==> src/rtl/stc_pkg.sv <==
// Shared constants and types for the sphere/triangle contact block.
// No dependencies; imported by every module of the block.
package stc_pkg;

  localparam int COORD_BITS_DEF = 32;
  localparam int NUM_SLOTS      = 10;

  localparam logic [3:0] SLOT_NORMAL = 4'd3;
  localparam logic [3:0] SLOT_ENORM  = 4'd4;
  localparam logic [3:0] SLOT_DIR    = 4'd7;
  localparam logic [3:0] SLOT_LAST   = 4'd9;

  localparam logic [1:0] REG_SX  = 2'd0;
  localparam logic [1:0] REG_SY  = 2'd1;
  localparam logic [1:0] REG_SZ  = 2'd2;
  localparam logic [1:0] REG_RAD = 2'd3;

  localparam logic OP_SQRT = 1'b0;
  localparam logic OP_DIV  = 1'b1;

  typedef struct packed {
    logic start;
    logic op;
  } stc_req_t;

endpackage

==> src/rtl/stc_root_div.sv <==
// Bit-serial unit: integer square root of a 64-bit value or unsigned
// 64-by-31-bit division. Depends on stc_pkg.
module stc_root_div import stc_pkg::*; (
  input  logic        clk,
  input  logic        rst,
  input  stc_req_t    req,
  input  logic [63:0] opa,
  input  logic [30:0] divisor,
  output logic        done,
  output logic [63:0] res
);

  logic        running;
  logic        op_r;
  logic [6:0]  cnt;
  logic [63:0] rem;
  logic [63:0] bitv;
  logic [63:0] trial;
  logic [32:0] tr;

  assign trial = res + bitv;
  assign tr    = {rem[31:0], res[63]};

  always_ff @(posedge clk) begin
    if (rst) begin
      running <= 1'b0;
      done    <= 1'b0;
    end else begin
      done <= 1'b0;
      if (req.start) begin
        running <= 1'b1;
        op_r    <= req.op;
        cnt     <= (req.op == OP_SQRT) ? 7'd32 : 7'd64;
        rem     <= (req.op == OP_SQRT) ? opa : 64'd0;
        res     <= (req.op == OP_SQRT) ? 64'd0 : opa;
        bitv    <= 64'h4000_0000_0000_0000;
      end else if (running) begin
        if (op_r == OP_SQRT) begin
          if (rem >= trial) begin
            rem <= rem - trial;
            res <= (res >> 1) + bitv;
          end else begin
            res <= res >> 1;
          end
          bitv <= bitv >> 2;
        end else begin
          if (tr >= {2'b00, divisor}) begin
            rem <= 64'(tr - {2'b00, divisor});
            res <= {res[62:0], 1'b1};
          end else begin
            rem <= 64'(tr);
            res <= {res[62:0], 1'b0};
          end
        end
        cnt <= cnt - 7'd1;
        if (cnt == 7'd1) begin
          running <= 1'b0;
          done    <= 1'b1;
        end
      end
    end
  end

endmodule

==> config.mk <==
export PLATFORM = sky130hd
export DESIGN_NAME = stc_root_div
export DESIGN_NICKNAME = d
export VERILOG_FILES = /design/src/rtl/stc_pkg.sv /design/src/rtl/stc_root_div.sv
export SDC_FILE = /design/constraint.sdc
export NUM_CORES = 1
export LEC_CHECK = 0
export ABC_AREA = 0
export BUFFER_PORTS_ARGS = -buffer_cell sky130_fd_sc_hd__buf_2
export CORE_ASPECT_RATIO = 1.4
export CORE_MARGIN = 10
export CORE_UTILIZATION = 53
export CTS_BUF_LIST = sky130_fd_sc_hd__clkbuf_16
export DETAILED_ROUTE_END_ITERATION = 8
export HOLD_SLACK_MARGIN = 0.02
export PLACE_DENSITY = 0.72
export SLEW_MARGIN = 5
export SYNTH_ARGS = -nofsm -noshare
export SYNTH_HDL_FRONTEND = slang
export SYNTH_SLANG_ARGS = --single-unit
==> constraint.sdc <==
create_clock -name clk -period 17.5 [get_ports clk]
set_clock_uncertainty 0.2 [all_clocks]
set_input_delay 2.625 -clock clk [delete_from_list [all_inputs] [get_ports clk]]
set_output_delay 2.625 -clock clk [all_outputs]
set_load 0.02 [all_outputs]
### Yosys cells after proc, flatten, opt, wreduce, memory -nomap -nowiden

Cells that the tools add are included.

* flip-flop bits (word level): 202
* bits in latches: 0
* memory bits (writable): 0
* memory bits (read-only): 0
* bits of input ports: 99
* output and inout port bits: 65
* word-level logic and storage cells: 46
* memories kept: 0

* $add $sub $neg: 5
* multiply operators: 0
* divide/modulo/power cells: 0
* $lt $le $gt $ge: 2
* equality and inequality tests: 2
* shifts and indexed selects: 0
* mux-type cells: 21
* bitwise operators: 2
* reduce and logical (&&, ||, !) cells: 7

Operator list (count)
* $mux W64: 13
* $add A63 B64 Y64: 1
* $add A64 B64 Y64: 1
* $ge A64 B64 Y1: 1
* $sub A64 B64 Y64: 1
* $sub A33 B31 Y34: 1
* $ge A33 B31 Y1: 1
* $mux W7: 3
* $eq A7 B1 Y1 const B: 1
* $sub A7 B1 Y7 const B: 1
* $reduce_and A3 Y1: 2
* $mux W1: 5
* $reduce_and A2 Y1: 2
* $reduce_bool A3 Y1: 1
* $reduce_or A3 Y1: 1
* $ne A2 B2 Y1 const B: 1
* $not A1 Y1: 2
* $reduce_bool A2 Y1: 1

### Depth between registers and ports, before layout

Gate-level depths: netlist of the first run.

* word-level depth: 6
* gate-level depth with buffers: 28

### Worst setup path before layout of the first run

Ideal clock, no wire load.

* kind: flip-flop to flip-flop
* from: register res[0]
* to: register rem[0] (enable)
* setup time: 486 ps
* arrival: 7479 ps
* path slack: 9334 ps
* cell stages (with the launch flop): 26
* path buffers: 2
* clock period less this slack: 8166 ps
* cell sequence: edfxtp_1 ha_1 ha_1 a21o_1 a31oi_1 o21ai_1 a31oi_1 o21a_1 o31ai_1 a31o_2 a41o_1 a31oi_1 o21ai_0 xnor2_1 ha_1 nand4_1 nor4_1 nand2_1 o21ai_0 a21oi_1 a21oi_1 o21a_1 buf_2 nor2_1 clkbuf_1 nor2_1

* longest elaborated chain between the ends: 4

Ends and longest elaborated chain
* start, declared: RTL line stc_root_div.sv:10 `output logic [63:0] res`
* start signal, assigned: RTL line stc_root_div.sv:35 `res <= (req.op == OP_SQRT) ? 64'd0 : opa;`
* start signal, assigned: RTL line stc_root_div.sv:41 `res <= (res >> 1) + bitv;`
* start signal, assigned: RTL line stc_root_div.sv:43 `res <= res >> 1;`
* $add A64 B64 Y64: RTL line stc_root_div.sv:21 `assign trial = res + bitv;`
* $ge A64 B64 Y1: RTL line stc_root_div.sv:39 `if (rem >= trial) begin`
* $reduce_bool A3 Y1 (no source line)
* $reduce_and A3 Y1 (no source line)
* end signal, assigned: RTL line stc_root_div.sv:40 `rem <= rem - trial;`
* end signal, assigned: RTL line stc_root_div.sv:48 `rem <= 64'(tr - {2'b00, divisor});`
* end signal, assigned: RTL line stc_root_div.sv:51 `rem <= 64'(tr);`
* end, declared: RTL line stc_root_div.sv:16 `logic [63:0] rem;`

Every way passes these cells.
A chain may end at the register's enable or synchronous reset.

### Worst setup path after layout of the first run

* from: register res[16]
* to: register res[59] (data pin)

* longest elaborated chain between the ends: 6

Ends and longest elaborated chain
* $add A64 B64 Y64: RTL line stc_root_div.sv:21
* $ge A64 B64 Y1: RTL line stc_root_div.sv:39
* $mux W64 *: RTL line stc_root_div.sv:39
* $mux W64 *: RTL line stc_root_div.sv:38 `if (op_r == OP_SQRT) begin`
* $mux W64 *: RTL line stc_root_div.sv:37 `end else if (running) begin`
* $mux W64 *: RTL line stc_root_div.sv:30 `if (req.start) begin`

Every way passes the cells marked *; elsewhere a longest branch is shown, timed or not. The select of a mux whose other input is x is not followed.

==> summary.md, run 1 <==
| Metric | Value |
|---|---|
| Hold_buf cts | 0 |
| Crit path max-delay cell type | or4_1 |
| Post-Syn Nets | 2552 |
| Die Span X | 179 um |
| Syn Inst Count | 2288 |
| Syn avg cell area | 8.15 um2 |
| Routed length per instance | 22.9 um |
| Fin. max-slew vios | 0 |
| Vias in the first global route | 18200 |
| Clk buf depth | 2 |
| H-tree depth | 4 |
| # diodes | 0 |
| RSZ-0062 raised after global routing | false |
| Cell variety after synth | 80 |
| Slowest Stage Delay on Critical Path | 0.68 ns |
| First-pass GRT wire length | 99.8 mm |
| DRT antenna net count | 0 |
| Post-cts resize count | 0 |
| GPL Wtd Cong | 1.05 |
| Post-synth EDFFs | 168 |
| Io pins | 164 |
| Remaining global-route overflow | 0 |
| Total GRT Usage | 29.0% |
| HPWL Detailed | 49.4 mm |
| Largest fanout on the critical path | 67 |
| Fmax | 125 MHz |
| Crit path kind | reg2reg |
| Clock transition at path regs | 0.07 ns |
| #FFs+latches synth | 170 |
| Detailed-route vias per instance | 6.57 |
| Commonest non-fill, non-tap cell in the layout | nand2_1 |
| Maxcap violations | 0 |
| Vias | 18500 |
| Largest net degree at the start of global routing | 73 |
| CP endpoint kind | register |
| CTS tree | done |
| Drt first pass iters | 8 |
| Syn-to-layout area delta | 8.27% |
| Worst EP required | 17.60 ns |
| Post-synth ARST share | 0% |
| Total Nets Final | 2614 |
| Buffers on Ports | 163 |
| Final setup viols | 0 |
| Fin. Hold Viols | 0 |
| Static leakage | 8.10 nW |
| Status | finished, final reports clean |
| First DRT Iteration DRCs | 1680 |
| WL final | 64.6 mm |
| Initial antenna violation count | 0 |
| Initial core utilization | 53.5% |
| Die area | 43200 um2 |
| Layout cells sized above 1 | 11.1% |
| CTS root buffer | clkbuf_16 |
| Prevailing post-synth register cell | edfxtp_1 |
| Fin crit period | 7.99 ns |
| Post-place instance area | 19700 um2 |
| Die H | 242 um |
| Worst setup SP type | register |
| Detailed-route DRC error count | 0 |
| Synth warnings | 0 |
| Cts bufs inserted | 17 |
| Clock sinks | 170 |
| Sequential area share after synthesis | 27.3% |
| Worst Path Arrival | 8.09 ns |
| HP Class | reg2reg |
| Clk Latency, worst-skew pair | 0.47 ns |
| Post-CTS setup buffers | 0 |
| PD cells | 97.8 nW/um2 |
| Mapped Area | 18600 um2 |
| Final Cycle Share | 45.7% |
| VDD IR max | 0.109 mV |
| Critical path, cell by cell | ha_1 > nand4_1 > nor4_1 > a41oi_1 > a211oi_1 > o2111ai_1 > a21oi_1 > o21ai_0 > nor3b_1 > o21bai_1 > a31oi_1 > xnor2_1 > ha_1 > nand4_1 > nor2_1 > a211oi_1 > o31ai_1 > o21a_2 > buf_4 > nand2_1 > or4_1 > o21a_1 > o211ai_1 |
| Placement row count | 81 |
| Most frequent cells in the layout | 238 x nand2_1, 198 x o21ai_0, 185 x a21oi_1 |
| Setup TNS | 0 ns |
| Fin area | 20200 um2 |
| Actual slew at the worst max-slew pin | 1.12 ns |
| Core outline area | 34900 um2 |
| Slew HR | 25.6% |
| Fillers | 3228 |
==> where the power goes <==
| part | switching [mW] | internal (mW) |
|---|---|---|
| logic | 0.646 | 0.398 |
| registers | 0.0593 | 0.511 |
| clock network | 0.171 | 0.190 |
==> final cells by class <==
| type | instances | area [um2] | area share, % |
|---|---|---|---|
| clock inverter | 13 | 92.6 | 0.459 |
| sequential | 170 | 5080 | 25.2 |
| timing repair buffer | 179 | 936 | 4.64 |
| clock buffer | 17 | 425 | 2.11 |
| tap | 456 | 571 | 2.83 |
| inverter | 82 | 308 | 1.52 |
| multi-input combinational | 1900 | 12800 | 63.3 |
==> worst paths after layout <==
check             depth (start not counted)  slack (ns)     from       to
setup / recovery                         23        9.51  res[16]  res[59]
hold / removal                            1        0.29  running     done
setup reg to reg                         23        9.51  res[16]  res[59]
hold reg to reg                           1        0.29  running     done
==> synthesized netlist by cell type, types with 7 or more instances <==
| cell type | count | area [um2] |
|---|---|---|
| a211oi_1 | 26 | 195 |
| a21boi_0 | 10 | 75.1 |
| a21o_1 | 63 | 473 |
| a21oi_1 | 185 | 926 |
| a221o_1 | 7 | 70.1 |
| a222oi_1 | 12 | 120 |
| a22oi_1 | 71 | 533 |
| a31o_2 | 19 | 166 |
| a31oi_1 | 58 | 363 |
| and2_1 | 10 | 62.6 |
| and3_1 | 17 | 106 |
| and4_1 | 8 | 70.1 |
| buf_2 | 23 | 115 |
| clkbuf_1 | 108 | 405 |
| edfxtp_1 | 168 | 5040 |
| ha_1 | 163 | 2040 |
| inv_1 | 82 | 308 |
| mux2i_1 | 22 | 220 |
| nand2_1 | 238 | 893 |
| nand2b_1 | 22 | 138 |
| nand3_1 | 51 | 255 |
| nand4_1 | 50 | 313 |
| nor2_1 | 150 | 563 |
| nor2b_1 | 65 | 407 |
| nor3_1 | 30 | 150 |
| nor4_1 | 10 | 62.6 |
| o211ai_1 | 23 | 173 |
| o21a_1 | 15 | 113 |
| o21ai_0 | 198 | 991 |
| o21bai_1 | 40 | 300 |
| o221ai_1 | 7 | 61.3 |
| o31ai_1 | 14 | 105 |
| or2_2 | 12 | 75.1 |
| or4_1 | 8 | 60.1 |
| xnor2_1 | 104 | 911 |
| xor2_1 | 99 | 867 |
==> registers in the layout, indices dropped and copies added (netlist names) <==
| register | cells |
|---|---|
| res | 64 |
| running | 1 |
| bitv | 32 |
| rem | 64 |
| op_r | 1 |
| cnt | 7 |
| done | 1 |
==> cell families after synthesis <==
family | share of synthesized area, %
XOR/XNOR | 9.54
flip-flops | 27.3
AO/OA/AOI/OAI | 28.4
buffers and inverters | 4.55
adder cells (fa/ha/maj) | 11.2
AND/OR/NAND/NOR | 17.8
multiplexers | 1.24
==> worst max-delay path, delay by kind of cell (launching register included) <==
kind | cells | cell delay (ns)
DFF | 1 | 0.52
AOI/OAI and AO/OA | 12 | 2.81
buffers and inverters | 1 | 0.61
and+or+nand+nor | 7 | 2.60
xor gates and xnor gates | 1 | 0.16
adders and majority gates | 2 | 0.85
==> stage by stage <==
stage | setup slack (ns) | instances | hold WS, ns | power, mW | utilization, %
CTS | 9.66 | 2817 | 0.290 | 1.96 | 57.9
detailed placement | 9.69 | 2787 | 0.281 | 1.59 | 56.4
global route | 8.99 | 2817 | 0.300 | 2.09 | 57.9
global placement | 9.83 | 2787 | 0.270 | 1.58 | 56.4
finish | 9.51 | 2817 | 0.289 | 1.97 | 57.9
floorplan | 9.33 | 2288 | 0.258 | 1.33 | -
==> layer usage <==
layer	part of all wire (%)	track usage (%)	vias to the layer above
li1	-	-	8686
met4	4.9	14.8	0
met1	39	33.9	8815
met3	6.7	4.27	178
met5	0	0	-
met2	50	50.0	826
No activity file was read; power rests on OpenSTA's default activity.
==> run 2, diff against run 1 <==
- clock period: 17.5 -> 7.4 ns (I/O delays scaled with it)
==> summary.md, run 2 (synthesis results as in run 1) <==
| Metric | Value |
|---|---|
| Final Cycle Share | 93.6% (was 45.7%) |
| HP Class | reg2reg (unchanged) |
| Crit path kind | reg2reg (unchanged) |
| Setup TNS | 0 ns (unchanged) |
| Final cell count without fillers | 2825 (was 2817) |
| Routed length per instance | 23.0 um (was 22.9 um) |
| Status | finished, final reports clean (unchanged) |
| Vias | 18500 (about the same) |
| Most frequent cells in the layout | 238 x nand2_1, 198 x o21ai_0, 185 x a21oi_1 (unchanged) |
| Slowest Stage Delay on Critical Path | 0.53 ns (was 0.68 ns) |
| Die area | 43200 um2 (unchanged) |
| Post-CTS setup buffers | 0 (unchanged) |
| Final WS setup | 0.471 ns (was 9.51 ns) |
| DRT antenna net count | 0 (unchanged) |
| Vias in the first global route | 17800 (was 18200) |
| RSZ-0062 raised after global routing | false (unchanged) |
| Fin crit period | 6.93 ns (was 7.99 ns) |
| Clk Latency, worst-skew pair | 0.47 ns (about the same) |
| CTS tree | done (unchanged) |
| H-tree depth | 4 (unchanged) |
| CP endpoint kind | register (unchanged) |
| Io pins | 164 (unchanged) |
| Largest net degree at the start of global routing | 65 (was 73) |
| R2R Setup Slk | 0.47 ns (was 9.51 ns) |
| Seq. cell area | 5080 um2 (unchanged) |
| Clock sinks | 170 (unchanged) |
| Multi-input logic area | 12800 um2 (unchanged) |
| Slew HR | 37.9% (was 25.6%) |
| Cts bufs inserted | 17 (unchanged) |
| Initial core utilization | 53.5% (unchanged) |
| Crit path max-delay cell type | edfxtp_1 (was or4_1) |
| Hold_buf cts | 0 (unchanged) |
| Die Span X | 179 um (unchanged) |
| GPL Wtd Cong | 0.971 (was 1.05) |
| Drt first pass iters | 6 (was 8) |
| PnR Total Power | 4.74 mW (was 1.97 mW) |
| Static leakage | 8.14 nW (was 8.10 nW) |
| Fillers | 3282 (was 3228) |
| Post-cts resize count | 0 (unchanged) |
| Fin. Hold Viols | 0 (unchanged) |
| Placement row count | 81 (unchanged) |
| Hold path depth | 1 (unchanged) |
| Buffers on Ports | 163 (unchanged) |
| Largest regs | rem: 64 flops, res: 64 flops, bitv: 32 flops (unchanged) |
| VDD IR max | 0.192 mV (was 0.109 mV) |
| Commonest non-fill, non-tap cell in the layout | nand2_1 (unchanged) |
| Inst Count DP | 2793 (was 2787) |
| Post-place instance area | 19700 um2 (about the same) |
| Crit path max-delay family | compound AO/OA/AOI/OAI gates (unchanged) |
| Placement Setup Slack | 0.540 ns (was 9.69 ns) |
| Remaining global-route overflow | 0 (unchanged) |
| Buf+Inv Stages, Crit Path | 1 (unchanged) |
| Fin util | 58.2% (was 57.9%) |
| Core outline area | 34900 um2 (unchanged) |
| Total Nets Final | 2620 (was 2614) |
| Actual slew at the worst max-slew pin | 0.930 ns (was 1.12 ns) |
| Cells on worst reg2reg path | 23 (unchanged) |
| Maxcap violations | 0 (unchanged) |
| Worst setup SP type | register (unchanged) |
| Die H | 242 um (unchanged) |
| Total GRT Usage | 28.8% (was 29.0%) |
| Levels on crit path | 23 (unchanged) |
| Initial antenna violation count | 0 (unchanged) |
| Final setup viols | 0 (unchanged) |
| Detailed-route vias per instance | 6.54 (was 6.57) |
| Largest fanout on the critical path | 15 (was 67) |
| WL final | 64.8 mm (was 64.6 mm) |
| PD cells | 233 nW/um2 (was 97.8 nW/um2) |
| Clock transition at path regs | 0.08 ns (was 0.07 ns) |
| Fin. max-slew vios | 0 (unchanged) |
| Worst Path Arrival | 6.94 ns (was 8.09 ns) |
| HPWL Detailed | 49.9 mm (was 49.4 mm) |
| CTS root buffer | clkbuf_16 (unchanged) |
| Worst Hold Slack | 0.281 ns (was 0.289 ns) |
| Detailed-route DRC error count | 0 (unchanged) |
| Fmax | 144 MHz (was 125 MHz) |
| # diodes | 0 (unchanged) |
| Layout cells sized above 1 | 11.5% (was 11.1%) |
| Clk buf depth | 2 (unchanged) |
| Critical path, cell by cell | ha_1 > nand4_1 > nor4_1 > a41oi_1 > a211oi_1 > o2111ai_1 > a21oi_1 > o21ai_0 > nor3b_1 > o21bai_1 > a31oi_1 > xnor2_1 > ha_1 > a21o_1 > a21o_1 > a211oi_1 > nand3_1 > o21a_2 > nand2_1 > buf_4 > nor4_1 > a221oi_1 > o21ai_0 (was ha_1 > nand4_1 > nor4_1 > a41oi_1 > a211oi_1 > o2111ai_1 > a21oi_1 > o21ai_0 > nor3b_1 > o21bai_1 > a31oi_1 > xnor2_1 > ha_1 > nand4_1 > nor2_1 > a211oi_1 > o31ai_1 > o21a_2 > buf_4 > nand2_1 > or4_1 > o21a_1 > o211ai_1) |
| First DRT Iteration DRCs | 1802 (was 1680) |
| Fin area | 20300 um2 (was 20200 um2) |
| First-pass GRT wire length | 99.1 mm (was 99.8 mm) |
| Syn-to-layout area delta | 8.91% (was 8.27%) |
| Worst EP required | 7.41 ns (was 17.60 ns) |
-- run 2: final timing paths --
path,start,endpoint
min,running,done
max,res[18],res[55]
min reg2reg,running,done
max reg2reg,res[18],res[55]
-- run 2: layout make-up --
cell class | instances | share of cell area [%]
timing repair buffer | 185 | 4.95
multi-input combinational | 1900 | 62.9
clock inverter | 15 | 0.696
inverter | 82 | 1.52
clock buffer | 17 | 2.09
sequential | 170 | 25.0
tap | 456 | 2.81
-- run 2: layer usage --
metal,track usage [%],wire [um],vias to the layer above
li1,-,-,8721
met1,35.2,25400,8750
met2,49.2,32000,854
met4,13.7,2980,0
met3,3.15,4520,164
met5,0,0,-
-- run 2: report_power, final --
group / internal (mW) / total [mW] / switching, mW
registers: 1.21 / 1.35 / 0.140
logic: 0.954 / 2.47 / 1.52
clock network: 0.470 / 0.924 / 0.454
total: 2.63 / 4.74 / 2.11
